[src/tpg_pkg.sv]
package tpg_pkg;

  // number format
  localparam int unsigned FRAC_BITS = 16;
  localparam int unsigned DT_BITS   = 16;
  localparam int unsigned DATA_W    = 32;
  localparam int unsigned LIMIT_W   = 31;
  localparam int unsigned DT_W      = 16;

  localparam logic [LIMIT_W-1:0] LIMIT_RESET = LIMIT_W'(1 << FRAC_BITS);

  // multiplier operands are one bit wider than the data so unsigned values fit as positives
  localparam int unsigned MUL_OP_W  = DATA_W + 1;
  localparam int unsigned PROD_W    = 64;

  // vmax^2 / (2 amax): the quotient has 31 bits and is only right while it stays below 2^31
  localparam int unsigned DIVIDEND_W = 2 * LIMIT_W;
  localparam int unsigned DIVISOR_W  = LIMIT_W + 1;
  localparam int unsigned QUOT_W     = LIMIT_W;
  localparam int unsigned DIV_CNT_W  = $clog2(QUOT_W);

  typedef struct packed {
    logic start;
  } div_ctrl_t;

  typedef struct packed {
    logic busy;
    logic done;
  } div_stat_t;

endpackage

[src/trapezoidal_profile_generator_unit.sv]
// trapezoidal motion profile generator
//
// input channel (in_valid_i / in_ready_o): func_i selects a start transfer,
// which loads start_position_i and target_position_i, or a tick transfer,
// which advances the profile by elapsed_time_i (Q0.16 seconds). positions,
// velocities and limits are Q15.16.
// output channel (out_valid_o / out_ready_i): exactly one result transfer per
// input transfer, in order: position, velocity, acceleration, at_setpoint.
// config port: cfg_we_i writes max_velocity (index 0) or max_acceleration
// (index 1); a write of zero is dropped. write only while idle.
// sequencing: one item at a time through a shared 33x33 multiplier and a
// radix-2 divider. a tick steps through ST_DV, ST_DP and ST_UPD; a start
// through ST_VSQ, ST_CMP and ST_TRI, where a triangle move ends, else on
// through ST_DIV, where the divider forms vmax^2 / (2 amax) one quotient bit
// at a time, and ST_UPD. in_ready_o rises with the edge that loads the output
// register, so the next item can be taken while the result waits.
// stall: if the receiver holds out_ready_i low, a finished item waits in its
// last step until the output register frees up; nothing is dropped.
// reset: both limits go to 1.0, the profile state clears to zero and no
// profile counts as started, so at_setpoint_o stays low until a start.
module trapezoidal_profile_generator_unit import tpg_pkg::*; (
  input  logic                     clk_i,
  input  logic                     rst_ni,
  // configuration
  input  logic                     cfg_we_i,
  input  logic                     cfg_index_i,
  input  logic [LIMIT_W-1:0]       cfg_data_i,
  // input channel
  input  logic                     in_valid_i,
  output logic                     in_ready_o,
  input  logic                     func_i,
  input  logic signed [DATA_W-1:0] start_position_i,
  input  logic signed [DATA_W-1:0] target_position_i,
  input  logic [DT_W-1:0]          elapsed_time_i,
  // output channel
  output logic                     out_valid_o,
  input  logic                     out_ready_i,
  output logic signed [DATA_W-1:0] position_o,
  output logic signed [DATA_W-1:0] velocity_o,
  output logic signed [DATA_W-1:0] acceleration_o,
  output logic                     at_setpoint_o
);

  typedef enum logic [7:0] {
    ST_IDLE = 8'b0000_0001,
    ST_VSQ  = 8'b0000_0010,  // vmax * vmax
    ST_CMP  = 8'b0000_0100,  // distance * amax
    ST_TRI  = 8'b0000_1000,  // triangle or trapezoid decision
    ST_DIV  = 8'b0001_0000,  // wait for the divider
    ST_DV   = 8'b0010_0000,  // amax * dt
    ST_DP   = 8'b0100_0000,  // velocity * dt
    ST_UPD  = 8'b1000_0000   // integrate a tick and load the output register
  } state_e;

  typedef enum logic {
    FUNC_START = 1'b0,
    FUNC_TICK  = 1'b1
  } func_e;

  typedef enum logic {
    REG_MAX_VELOCITY     = 1'b0,
    REG_MAX_ACCELERATION = 1'b1
  } reg_idx_e;

  state_e state_q, state_d;

  // limits
  logic [LIMIT_W-1:0] vmax_q, amax_q;

  // profile state
  logic signed [DATA_W-1:0] goal_q, pos_q, vel_q, acc_q, decel_q;
  logic                     started_q;

  // working registers
  logic [DATA_W-1:0]  dist_q;
  logic [DT_W-1:0]    dt_q;
  logic [PROD_W-1:0]  prod_q;
  logic [PROD_W-1:0]  vsq_q;
  logic [LIMIT_W-1:0] dv_q;
  logic               out_slot_free;

  // output register
  logic                     out_valid_q;
  logic signed [DATA_W-1:0] position_q, velocity_q, acceleration_q;
  logic                     at_setpoint_q;

  logic in_fire;
  assign in_ready_o = (state_q == ST_IDLE);
  assign in_fire    = in_valid_i && in_ready_o;

  // output register is free when empty or being drained this cycle
  assign out_slot_free = !out_valid_q || out_ready_i;

  // ---------------------------------------------------------------------
  // shared multiplier, operands picked by the sequencer state
  // ---------------------------------------------------------------------
  logic signed [MUL_OP_W-1:0]   mul_a, mul_b;
  logic signed [2*MUL_OP_W-1:0] mul_p;

  always_comb begin
    case (state_q)
      ST_VSQ: begin
        mul_a = signed'(MUL_OP_W'(vmax_q));
        mul_b = signed'(MUL_OP_W'(vmax_q));
      end
      ST_CMP: begin
        mul_a = signed'(MUL_OP_W'(dist_q));
        mul_b = signed'(MUL_OP_W'(amax_q));
      end
      ST_DV: begin
        mul_a = signed'(MUL_OP_W'(amax_q));
        mul_b = signed'(MUL_OP_W'(dt_q));
      end
      ST_DP: begin
        mul_a = MUL_OP_W'(vel_q);
        mul_b = signed'(MUL_OP_W'(dt_q));
      end
      default: begin
        mul_a = '0;
        mul_b = '0;
      end
    endcase
  end

  assign mul_p = mul_a * mul_b;

  // ---------------------------------------------------------------------
  // divider for the deceleration distance vmax^2 / (2 amax)
  // ---------------------------------------------------------------------
  div_ctrl_t          div_ctrl;
  div_stat_t          div_stat;
  logic [QUOT_W-1:0]  div_quot;
  logic               is_triangle;

  // triangle when the distance is too short to reach full speed
  assign is_triangle    = prod_q < vsq_q;
  assign div_ctrl.start = (state_q == ST_TRI) && !is_triangle;

  tpg_div u_div (
    .clk_i      (clk_i),
    .rst_ni     (rst_ni),
    .ctrl_i     (div_ctrl),
    .dividend_i (vsq_q[DIVIDEND_W-1:0]),
    .divisor_i  ({amax_q, 1'b0}),
    .quotient_o (div_quot),
    .stat_o     (div_stat)
  );

  // ---------------------------------------------------------------------
  // start item arithmetic
  // ---------------------------------------------------------------------
  logic signed [DATA_W:0] span;
  logic signed [DATA_W:0] span_abs;
  logic signed [DATA_W:0] mid_sum;
  logic signed [DATA_W:0] decel_trap;
  logic signed [DATA_W:0] quot_ext;
  logic signed [DATA_W-1:0] amax_pos, amax_neg;

  assign span     = signed'({target_position_i[DATA_W-1], target_position_i}) -
                    signed'({start_position_i[DATA_W-1], start_position_i});
  assign span_abs = span[DATA_W] ? -span : span;

  assign amax_pos = signed'(DATA_W'(amax_q));
  assign amax_neg = -amax_pos;

  assign mid_sum    = signed'({goal_q[DATA_W-1], goal_q}) +
                      signed'({pos_q[DATA_W-1], pos_q});
  assign quot_ext   = signed'((DATA_W + 1)'(div_quot));
  // goal and start still sit in goal_q and pos_q during the divide
  assign decel_trap = (goal_q > pos_q) ?
                      signed'({goal_q[DATA_W-1], goal_q}) - quot_ext :
                      signed'({goal_q[DATA_W-1], goal_q}) + quot_ext;

  // ---------------------------------------------------------------------
  // tick arithmetic
  // ---------------------------------------------------------------------
  localparam int unsigned VW = DATA_W + 2;

  logic signed [DATA_W-1:0] dp;
  logic signed [DATA_W:0]   pos_sum;
  logic signed [DATA_W-1:0] new_pos;
  logic signed [VW-1:0]     vel_ext, dv_ext, vmax_ext, vel_dn, vel_up, new_vel_ext;
  logic signed [DATA_W-1:0] new_vel;
  logic signed [DATA_W-1:0] new_acc;

  // floor(v * dt / 2^16): arithmetic shift of the signed product
  assign dp      = signed'(prod_q[DT_BITS+DATA_W-1:DT_BITS]);
  assign pos_sum = signed'({pos_q[DATA_W-1], pos_q}) + signed'({dp[DATA_W-1], dp});

  always_comb begin
    if (pos_sum > signed'((DATA_W + 1)'({1'b0, {(DATA_W-1){1'b1}}}))) begin
      new_pos = {1'b0, {(DATA_W-1){1'b1}}};
    end else if (pos_sum < signed'({2'b11, {(DATA_W-1){1'b0}}})) begin
      new_pos = {1'b1, {(DATA_W-1){1'b0}}};
    end else begin
      new_pos = pos_sum[DATA_W-1:0];
    end
  end

  assign vel_ext  = VW'(vel_q);
  assign dv_ext   = signed'(VW'(dv_q));
  assign vmax_ext = signed'(VW'(vmax_q));
  assign vel_dn   = vel_ext - dv_ext;
  assign vel_up   = vel_ext + dv_ext;

  // ramp direction follows which side of the turn point we were on
  always_comb begin
    if (decel_q < goal_q) begin
      if (pos_q > decel_q) begin
        new_vel_ext = (vel_dn < 0) ? '0 : vel_dn;
      end else begin
        new_vel_ext = (vel_up > vmax_ext) ? vmax_ext : vel_up;
      end
    end else begin
      if (pos_q > decel_q) begin
        new_vel_ext = (vel_dn < -vmax_ext) ? -vmax_ext : vel_dn;
      end else begin
        new_vel_ext = (vel_up > 0) ? '0 : vel_up;
      end
    end
  end

  assign new_vel = new_vel_ext[DATA_W-1:0];

  always_comb begin
    if (new_vel == vel_q) begin
      new_acc = '0;
    end else if (new_vel > vel_q) begin
      new_acc = amax_pos;
    end else begin
      new_acc = amax_neg;
    end
  end

  // ---------------------------------------------------------------------
  // sequencer
  // ---------------------------------------------------------------------
  always_comb begin
    state_d = state_q;
    case (state_q)
      ST_IDLE: begin
        if (in_fire) begin
          state_d = (func_i == FUNC_TICK) ? ST_DV : ST_VSQ;
        end
      end
      ST_VSQ: state_d = ST_CMP;
      ST_CMP: state_d = ST_TRI;
      ST_TRI: begin
        if (is_triangle) begin
          if (out_slot_free) begin
            state_d = ST_IDLE;
          end
        end else begin
          state_d = ST_DIV;
        end
      end
      ST_DIV: begin
        if (div_stat.done) begin
          state_d = ST_UPD;
        end
      end
      ST_DV: state_d = ST_DP;
      ST_DP: state_d = ST_UPD;
      ST_UPD: begin
        if (out_slot_free) begin
          state_d = ST_IDLE;
        end
      end
      default: state_d = ST_IDLE;
    endcase
  end

  // result load: triangle starts finish in ST_TRI, the rest in ST_UPD
  logic load_out;
  logic upd_tick;
  assign load_out = out_slot_free &&
                    (((state_q == ST_TRI) && is_triangle) || (state_q == ST_UPD));
  // ST_UPD after a divide carries a start result, after ST_DP a tick result
  logic from_div_q;
  assign upd_tick = (state_q == ST_UPD) && !from_div_q;

  always_ff @(posedge clk_i or negedge rst_ni) begin
    if (!rst_ni) begin
      state_q     <= ST_IDLE;
      vmax_q      <= LIMIT_RESET;
      amax_q      <= LIMIT_RESET;
      goal_q      <= '0;
      pos_q       <= '0;
      vel_q       <= '0;
      acc_q       <= '0;
      decel_q     <= '0;
      started_q   <= 1'b0;
      from_div_q  <= 1'b0;
      out_valid_q <= 1'b0;
    end else begin
      state_q <= state_d;

      if (cfg_we_i && (cfg_data_i != '0)) begin
        case (reg_idx_e'(cfg_index_i))
          REG_MAX_VELOCITY:     vmax_q <= cfg_data_i;
          REG_MAX_ACCELERATION: amax_q <= cfg_data_i;
          default: ;
        endcase
      end

      if (in_fire && (func_i == FUNC_START)) begin
        goal_q     <= target_position_i;
        pos_q      <= start_position_i;
        vel_q      <= '0;
        acc_q      <= (target_position_i < start_position_i) ? amax_neg : amax_pos;
        started_q  <= 1'b1;
      end

      if ((state_q == ST_TRI) && is_triangle) begin
        decel_q <= mid_sum[DATA_W:1];
      end

      if ((state_q == ST_DIV) && div_stat.done) begin
        decel_q    <= decel_trap[DATA_W-1:0];
        from_div_q <= 1'b1;
      end

      if (upd_tick && out_slot_free) begin
        pos_q <= new_pos;
        vel_q <= new_vel;
        acc_q <= new_acc;
      end

      if (load_out) begin
        out_valid_q <= 1'b1;
      end else if (out_ready_i) begin
        out_valid_q <= 1'b0;
      end

      if (state_q == ST_IDLE) begin
        from_div_q <= 1'b0;
      end
    end
  end

  // datapath working registers
  always_ff @(posedge clk_i) begin
    if (in_fire) begin
      dist_q <= span_abs[DATA_W-1:0];
      dt_q   <= elapsed_time_i;
    end
    if ((state_q == ST_VSQ) || (state_q == ST_CMP) ||
        (state_q == ST_DV) || (state_q == ST_DP)) begin
      prod_q <= mul_p[PROD_W-1:0];
    end
    if (state_q == ST_CMP) begin
      vsq_q <= prod_q;
    end
    if (state_q == ST_DP) begin
      dv_q <= prod_q[DT_BITS+LIMIT_W-1:DT_BITS];
    end
  end

  // output payload
  always_ff @(posedge clk_i) begin
    if (load_out) begin
      if (upd_tick) begin
        position_q     <= new_pos;
        velocity_q     <= new_vel;
        acceleration_q <= new_acc;
        at_setpoint_q  <= (new_vel == '0) && started_q;
      end else begin
        position_q     <= pos_q;
        velocity_q     <= vel_q;
        acceleration_q <= acc_q;
        at_setpoint_q  <= (vel_q == '0) && started_q;
      end
    end
  end

  assign out_valid_o    = out_valid_q;
  assign position_o     = position_q;
  assign velocity_o     = velocity_q;
  assign acceleration_o = acceleration_q;
  assign at_setpoint_o  = at_setpoint_q;

  // ---------------------------------------------------------------------
  // assertions
  // ---------------------------------------------------------------------
  a_div_done_in_wait: assert property (@(posedge clk_i) disable iff (!rst_ni)
    div_stat.done |-> (state_q == ST_DIV))
    else $error("divider finished outside its wait state");

  a_setpoint_zero_vel: assert property (@(posedge clk_i) disable iff (!rst_ni)
    (out_valid_o && at_setpoint_o) |-> (velocity_o == '0))
    else $error("at_setpoint with nonzero velocity");

  a_load_sets_valid: assert property (@(posedge clk_i) disable iff (!rst_ni)
    load_out |=> out_valid_q)
    else $error("result load lost");

  a_busy_not_ready: assert property (@(posedge clk_i) disable iff (!rst_ni)
    div_stat.busy |-> !in_ready_o)
    else $error("input ready while divider runs");

endmodule

[src/tpg_div.sv]
module tpg_div import tpg_pkg::*; (
  input  logic                  clk_i,
  input  logic                  rst_ni,
  input  div_ctrl_t             ctrl_i,
  input  logic [DIVIDEND_W-1:0] dividend_i,
  input  logic [DIVISOR_W-1:0]  divisor_i,
  output logic [QUOT_W-1:0]     quotient_o,
  output div_stat_t             stat_o
);

  logic [DIVISOR_W-1:0] rem_q, rem_d;
  logic [DIVISOR_W-1:0] divisor_q;
  logic [QUOT_W-1:0]    low_q;
  logic [QUOT_W-1:0]    quot_q;
  logic [DIV_CNT_W-1:0] cnt_q;
  logic                 busy_q;
  logic                 done_q;

  logic [DIVISOR_W:0]   trial;
  logic [DIVISOR_W:0]   trial_diff;
  logic                 fits;

  // one restoring step per cycle
  assign trial      = {rem_q, low_q[QUOT_W-1]};
  assign fits       = trial >= {1'b0, divisor_q};
  assign trial_diff = trial - {1'b0, divisor_q};
  assign rem_d      = fits ? trial_diff[DIVISOR_W-1:0] : trial[DIVISOR_W-1:0];

  always_ff @(posedge clk_i or negedge rst_ni) begin
    if (!rst_ni) begin
      busy_q <= 1'b0;
      done_q <= 1'b0;
      cnt_q  <= '0;
    end else begin
      done_q <= 1'b0;
      if (ctrl_i.start) begin
        busy_q <= 1'b1;
        cnt_q  <= '0;
      end else if (busy_q) begin
        cnt_q <= cnt_q + 1'b1;
        if (cnt_q == DIV_CNT_W'(QUOT_W - 1)) begin
          busy_q <= 1'b0;
          done_q <= 1'b1;
        end
      end
    end
  end

  always_ff @(posedge clk_i) begin
    if (ctrl_i.start) begin
      rem_q     <= DIVISOR_W'(dividend_i[DIVIDEND_W-1:QUOT_W]);
      low_q     <= dividend_i[QUOT_W-1:0];
      divisor_q <= divisor_i;
      quot_q    <= '0;
    end else if (busy_q) begin
      rem_q  <= rem_d;
      low_q  <= {low_q[QUOT_W-2:0], 1'b0};
      quot_q <= {quot_q[QUOT_W-2:0], fits};
    end
  end

  assign quotient_o  = quot_q;
  assign stat_o.busy = busy_q;
  assign stat_o.done = done_q;

endmodule

[config.mk]
export PLATFORM = sky130hd
export DESIGN_NAME = trapezoidal_profile_generator_unit
export DESIGN_NICKNAME = d
export VERILOG_FILES = /design/src/tpg_pkg.sv /design/src/trapezoidal_profile_generator_unit.sv /design/src/tpg_div.sv
export SDC_FILE = /design/constraint.sdc
export NUM_CORES = 2
export LEC_CHECK = 0
export BUFFER_PORTS_ARGS = -buffer_cell sky130_fd_sc_hd__buf_2
export CORE_ASPECT_RATIO = 1.2
export CORE_UTILIZATION = 40
export DETAILED_ROUTE_END_ITERATION = 10
export PLACE_DENSITY = 0.55
export SYNTH_ARGS = -nofsm -noshare
export SYNTH_HDL_FRONTEND = slang
export SYNTH_SLANG_ARGS = --single-unit
[constraint.sdc]
create_clock -name clk_i -period 15.2 [get_ports clk_i]
set_clock_uncertainty 0.2 [all_clocks]
set_input_delay 3.04 -clock clk_i [delete_from_list [all_inputs] [get_ports clk_i]]
set_output_delay 3.04 -clock clk_i [all_outputs]
set_load 0.03 [all_outputs]
**Word-level counts from Yosys, hierarchy flattened**

Index checks and enable logic that the tools add are counted.
Widths: inputs -> output; s select.

- Output and inout port bits: 99
- Bits in registers: 669
- Word-level logic and storage cells: 150
- Input bits: 118

- Bitwise operators: 2
- $mul: 1
- Reduce and logical (&&, ||, !) cells: 31
- Add/sub/neg operators: 12
- Mux-type cells: 51
- Eq/ne operators: 12
- Magnitude comparators: 13

Operators with widths:

| cell | number |
|---|---|
| $mux 32 | 26 |
| $pmux 33 s4 | 1 |
| $mux 31 | 4 |
| $add 32x32->33 | 3 |
| $gt 32x32->1 | 3 |
| $pmux 31 s3 | 1 |
| $sub 32x32->33 | 2 |
| $logic_not 32->1 | 2 |
| $lt 32x32->1 | 2 |
| $lt 64x64->1 | 1 |
| $mul 33x32->64 | 1 |
| $pmux 8 s8 | 1 |
| $sub 32x32->32 | 2 |
| $lt 33x34->1 | 1 |
| $neg 31->34 | 1 |
| $ge 33x32->1 | 1 |
| $gt 33x1->1 const B | 1 |
| $gt 33x32->1 | 1 |
| $gt 33x32->1 const B | 1 |
| $lt 33x1->1 const B | 1 |
| $lt 33x32->1 const B | 1 |
| $add 32x32->32 | 1 |
| $eq 32x32->1 | 1 |
| $mux 8 | 4 |
| other kinds (24) | 59 |

**Longest topological paths before layout**

- Depth after elaboration: 9
- Depth in mapped cells: 48
- Mapped depth without buffers: 43

**Hierarchy**

From an unflattened synthesis, not the netlist that was laid out.

- Cell total of the unflattened synthesis: 9191
- Area total of the unflattened synthesis: 83716.5 um2

Modules (own cells, without submodules):

| module | seq. area each (um2) | instances | cells an instance | area an instance (um2) |
|---|---|---|---|---|
| trapezoidal_profile_generator_unit | 14963.1 | 1 | 8554 | 76504.6 |
| tpg_div | 3638.5 | 1 | 637 | 7211.9 |

**Worst setup path before layout**

Ideal clock, no wire load.

- Kind: register to register
- Start: reg state_q[1]
- End: reg prod_q[60], data pin
- Required time: 14741 ps
- Data arrival time: 11567 ps
- Period minus slack after synthesis: 12026 ps
- Slack: 3174 ps
- Path buffers: 4
- Cell stages (with the launch flop): 38
- Cell sequence: dfrtp_1 nor4_1 nand2_1 nor3b_1 clkbuf_1 clkbuf_1 clkbuf_1 buf_1 a22oi_1 nor2_1 fa_1 inv_1 fa_1 inv_1 fa_1 inv_1 fa_1 inv_1 (+2 left out) fa_1 fa_1 ha_1 a21oi_1 o211ai_1 a211oi_1 o21ai_0 a31oi_1 o21ai_0 a41o_1 a41oi_1 o31a_1 o21ai_0 or4b_2 nand3_1 nand2b_1 a21oi_1 xnor2_1

- Cells in the longest elaborated chain, start to end: 4
- Elaborated cells on any way between the ends: 8

Ends and longest elaborated chain:

| item | RTL line | RTL |
|---|---|---|
| start: declaration | trapezoidal_profile_generator_unit.sv:65 | `state_e state_q, state_d;` |
| start signal: assignment | trapezoidal_profile_generator_unit.sv:296 | `state_q <= state_d;` |
| $eq 8x6->1 / $eq 8x7->1 (equally long branches) | trapezoidal_profile_generator_unit.sv:101 | `case (state_q)` |
| $reduce_or 2->1 (no source line) | - |  |
| $pmux 31 s3 | trapezoidal_profile_generator_unit.sv:101 |  |
| $mul 33x32->64 * | trapezoidal_profile_generator_unit.sv:125 | `assign mul_p = mul_a * mul_b;` |
| named net mul_p[60] | trapezoidal_profile_generator_unit.sv:98 | `logic signed [2*MUL_OP_W-1:0] mul_p;` |
| end signal: assignment | trapezoidal_profile_generator_unit.sv:349 | `prod_q <= mul_p[PROD_W-1:0];` |
| end: declaration | trapezoidal_profile_generator_unit.sv:77 | `logic [PROD_W-1:0] prod_q;` |

The timed path passes the listed nets; every way through them passes the cells marked *.
A chain may end at the register's enable or synchronous reset.

**Worst setup path in the final report**

- Start: reg state_q[3]
- End: reg prod_q[63], data pin

The elaborated chain is that of the path after synthesis.

==> run_results.csv <==
group,metric,value,unit
run_status,status,"finished clean",
finish,nets,10902,
setup_path,critPathCaptureType,"flop",
placement,hpwl,256,mm
timing,hold_viol_final,0,
logic_synthesis,yosys_warnings,0,
routing,drt_iter0_drc,6139,
logic_synthesis,synth_area_leader_cell,"fa_1",
logic_synthesis,synthTopCellsByArea,"fa_1 26%, edfxtp_1 14%, ha_1 10%",
logic_synthesis,syn_area_per_cell,9.24,sq um
global_route,gr-total-overflow,0,
placement,port_buffers,216,
placement,dp_slack,2.79,ns
job,max_cap_violations,0,
clocking,cts_setup_buffers,0,
global_route,grt_pass1_vias,70230,
clocking,cts_buffer_depth,3,
floorplanning,rows,182,
worst_hold_path,hold_path_class,"flop to flop",
clocking,path_clk_slew,0.07,ns
routing,dr_wl_met3,27.1,mm
global_route,track_usage,0.318,
logic_synthesis,synth_common_cells,"1378 x inv_1, 1077 x fa_1, 1015 x nor2_1",
routing,wl_met1,125,mm
pwr,ir_drop,0.187,mV
timing,tightestPinTransition,1.32,ns
routing,route.met2.wl,151,mm
floorplanning,die_x,417,um
setup_path,critPathMaxFanout,32,
finish,multi_input_area,0.0580,sq mm
routing,avgRoutedWirePerCell,28.3,um
logic_synthesis,syn_inst,8932,
timing,slew_headroom,0.119,
floorplanning,start_util,0.403,
timing,setup_viol,0,
timing,min_period,12.56,ns
finish,syn_to_final_growth,9.34,%
routing,first_pass_iters,8,
timing,setup_tns,0,ns
routing,finalWirelength,333,mm
setup_path,critPathTopFamily,"adder cells",
routing,vias,68967,
routing,highest_layer,"met5",
routing,drcViolationCount,0,
logic_synthesis,synth.top_cell.area_share,0.261,
clocking,cts_hold_buf,0,
routing,ant_nets,0,
setup_path,crit_arrival,12.82,ns
clocking,cts_root_buffer,"clkbuf_16",
finish,fin_area,0.0903,sq mm
logic_synthesis,ys_async_sr_fraction,0.359,
finish,fill_cells,19958,
floorplanning,pin_count,217,
floorplanning,die_area,0.208,sq mm
setup_path,path_common_cell,"fa_1",
setup_path,critPathRequiredTime,15.46,ns
setup_path,critPathKind,"flop to flop",
logic_synthesis,ys.flop_type,"edfxtp_1",
clocking,h-tree-depth,3,
placement,place_inst,11630,
logic_synthesis,synth-edff-count,397,
pwr,power,12.9,mW
pwr,p_leak,41.3,nW
finish,regArea,0.0186,sq mm
setup_path,critPathLaunchType,"flop",
clocking,cts_tree,"built",
placement,placed_cell_area,0.0877,sq mm
clocking,cts_resized,0,
logic_synthesis,synth_area,0.0825,sq mm
setup_path,worst-path-buf-inv,6,
setup_path,critPathSlowestCell,"or2_2",
finish,drive_gt1_frac,0.0880,
routing,via_per_inst,5.85,
global_route,antenna_found_initial,20,
logic_synthesis,synth.distinct_cells,94,
placement,gp_congestion,0.987,
pwr,powerDensity,143,mW/mm^2
clocking,numClockSinks,669,
floorplanning,die_h,500,um
clocking,numCtsBuffers,76,
global_route,grt_first_pass_wirelength,480,mm
logic_synthesis,synth_seq_cells,669,
logic_synthesis,synth_most_common_cell,"inv_1",
global_route,grt_start_max_net_pins,126,
floorplanning,core,0.205,sq mm
timing,rsz0062_at_grt,"false",
timing,maxSlewViolCount,0,
timing,fmax,79.6,MHz
timing,worst_slack,2.64,ns
finish,final_cell_count_no_fill,11783,
timing,finalCritPeriodShare,0.826,
clocking,clk_latency,0.73,ns
setup_path,slowest_delay,0.82,ns
logic_synthesis,yosysSeqAreaShare,0.225,
metal layers:
layer  vias up  track usage
met3       919       0.0568
met2      3245        0.504
met5         -            0
met1     34935        0.386
met4        12        0.240
li1      29856            -
through the flow:
step                      hold WS, ns  utilization
after floorplan                 0.217            -
after global placement          0.231        0.428
after detailed placement        0.243        0.428
after CTS                       0.255        0.440
after global routing            0.271        0.440
final                           0.260        0.440
worst register-to-register path: cells and delay by family, from the launching register on:
kind	cells	cell delay [ns]
XOR/XNOR	1	0.08
AND/OR/NAND/NOR	6	3.26
buffers and inverters	6	0.62
adder cells (fa/ha/maj)	9	4.18
flip-flops	1	0.43
AO/OA/AOI/OAI	13	3.54
power breakdown:
part / internal (mW) / switching (mW) / leakage [nW]
logic: 3.04 / 5.14 / 33.1
registers: 2.37 / 0.457 / 6.96
clock network: 1.06 / 0.877 / 1.24
sequential cells by signal, summed over array words and instances (netlist names), 32 cells and up:
signal / flops
prod_q: 64
vsq_q: 64
acc_q: 32
acceleration_o: 32
decel_q: 32
dist_q: 32
goal_q: 32
pos_q: 32
position_o: 32
u_div.rem_q: 32
vel_q: 32
velocity_o: 32
logic make-up after synthesis:
group,synth area share
AOI/OAI and AO/OA,0.134
xor gates and xnor gates,0.0413
adders and majority gates,0.363
buffers and inverters,0.0818
DFF,0.225
muxes,0.0205
other,0.0000910
and+or+nand+nor,0.134
cells in the final DEF (no fill, tap or decap), drive strengths merged, types with 40 or more instances in the layout:
master  instances
a211oi         67
a21o          151
a21oi         407
a221o          69
a221oi         56
a22o           52
a22oi          63
buf           410
clkbuf         91
dfrtp         237
edfxtp        397
fa           1077
ha            667
inv          1390
mux2          104
mux2i          52
nand2         758
nand2b         82
nand3         116
nand4          74
nor2         1015
nor2b          57
nor3          109
nor4           50
o211ai         40
o21a           45
o21ai         429
o21bai         56
o31ai          42
or3            78
xnor2         292
xor2           93
area by class of cell:
class	count	area share
repair buffers	410	0.0284
inverters	1382	0.0575
multi-input cells	6501	0.643
clock inverters	51	0.00603
flip-flops and latches	669	0.206
diodes	11	0.000305
well taps	2668	0.0370
clock buffers	91	0.0225
worst paths after layout:
path / startpoint / depth (start not counted) / slack [ns] / endpoint
min in group asynchronous: rst_ni / 1 / 2.09 / decel_q[14]
max in group asynchronous: rst_ni / 2 / 11.16 / state_q[2]
max: state_q[3] / 35 / 2.64 / prod_q[63]
min: prod_q[62] / 0 / 0.26 / vsq_q[62]
max reg2reg: state_q[3] / 35 / 2.64 / prod_q[63]
min reg2reg: prod_q[62] / 0 / 0.26 / vsq_q[62]
Power figures use the tool's default switching activity.
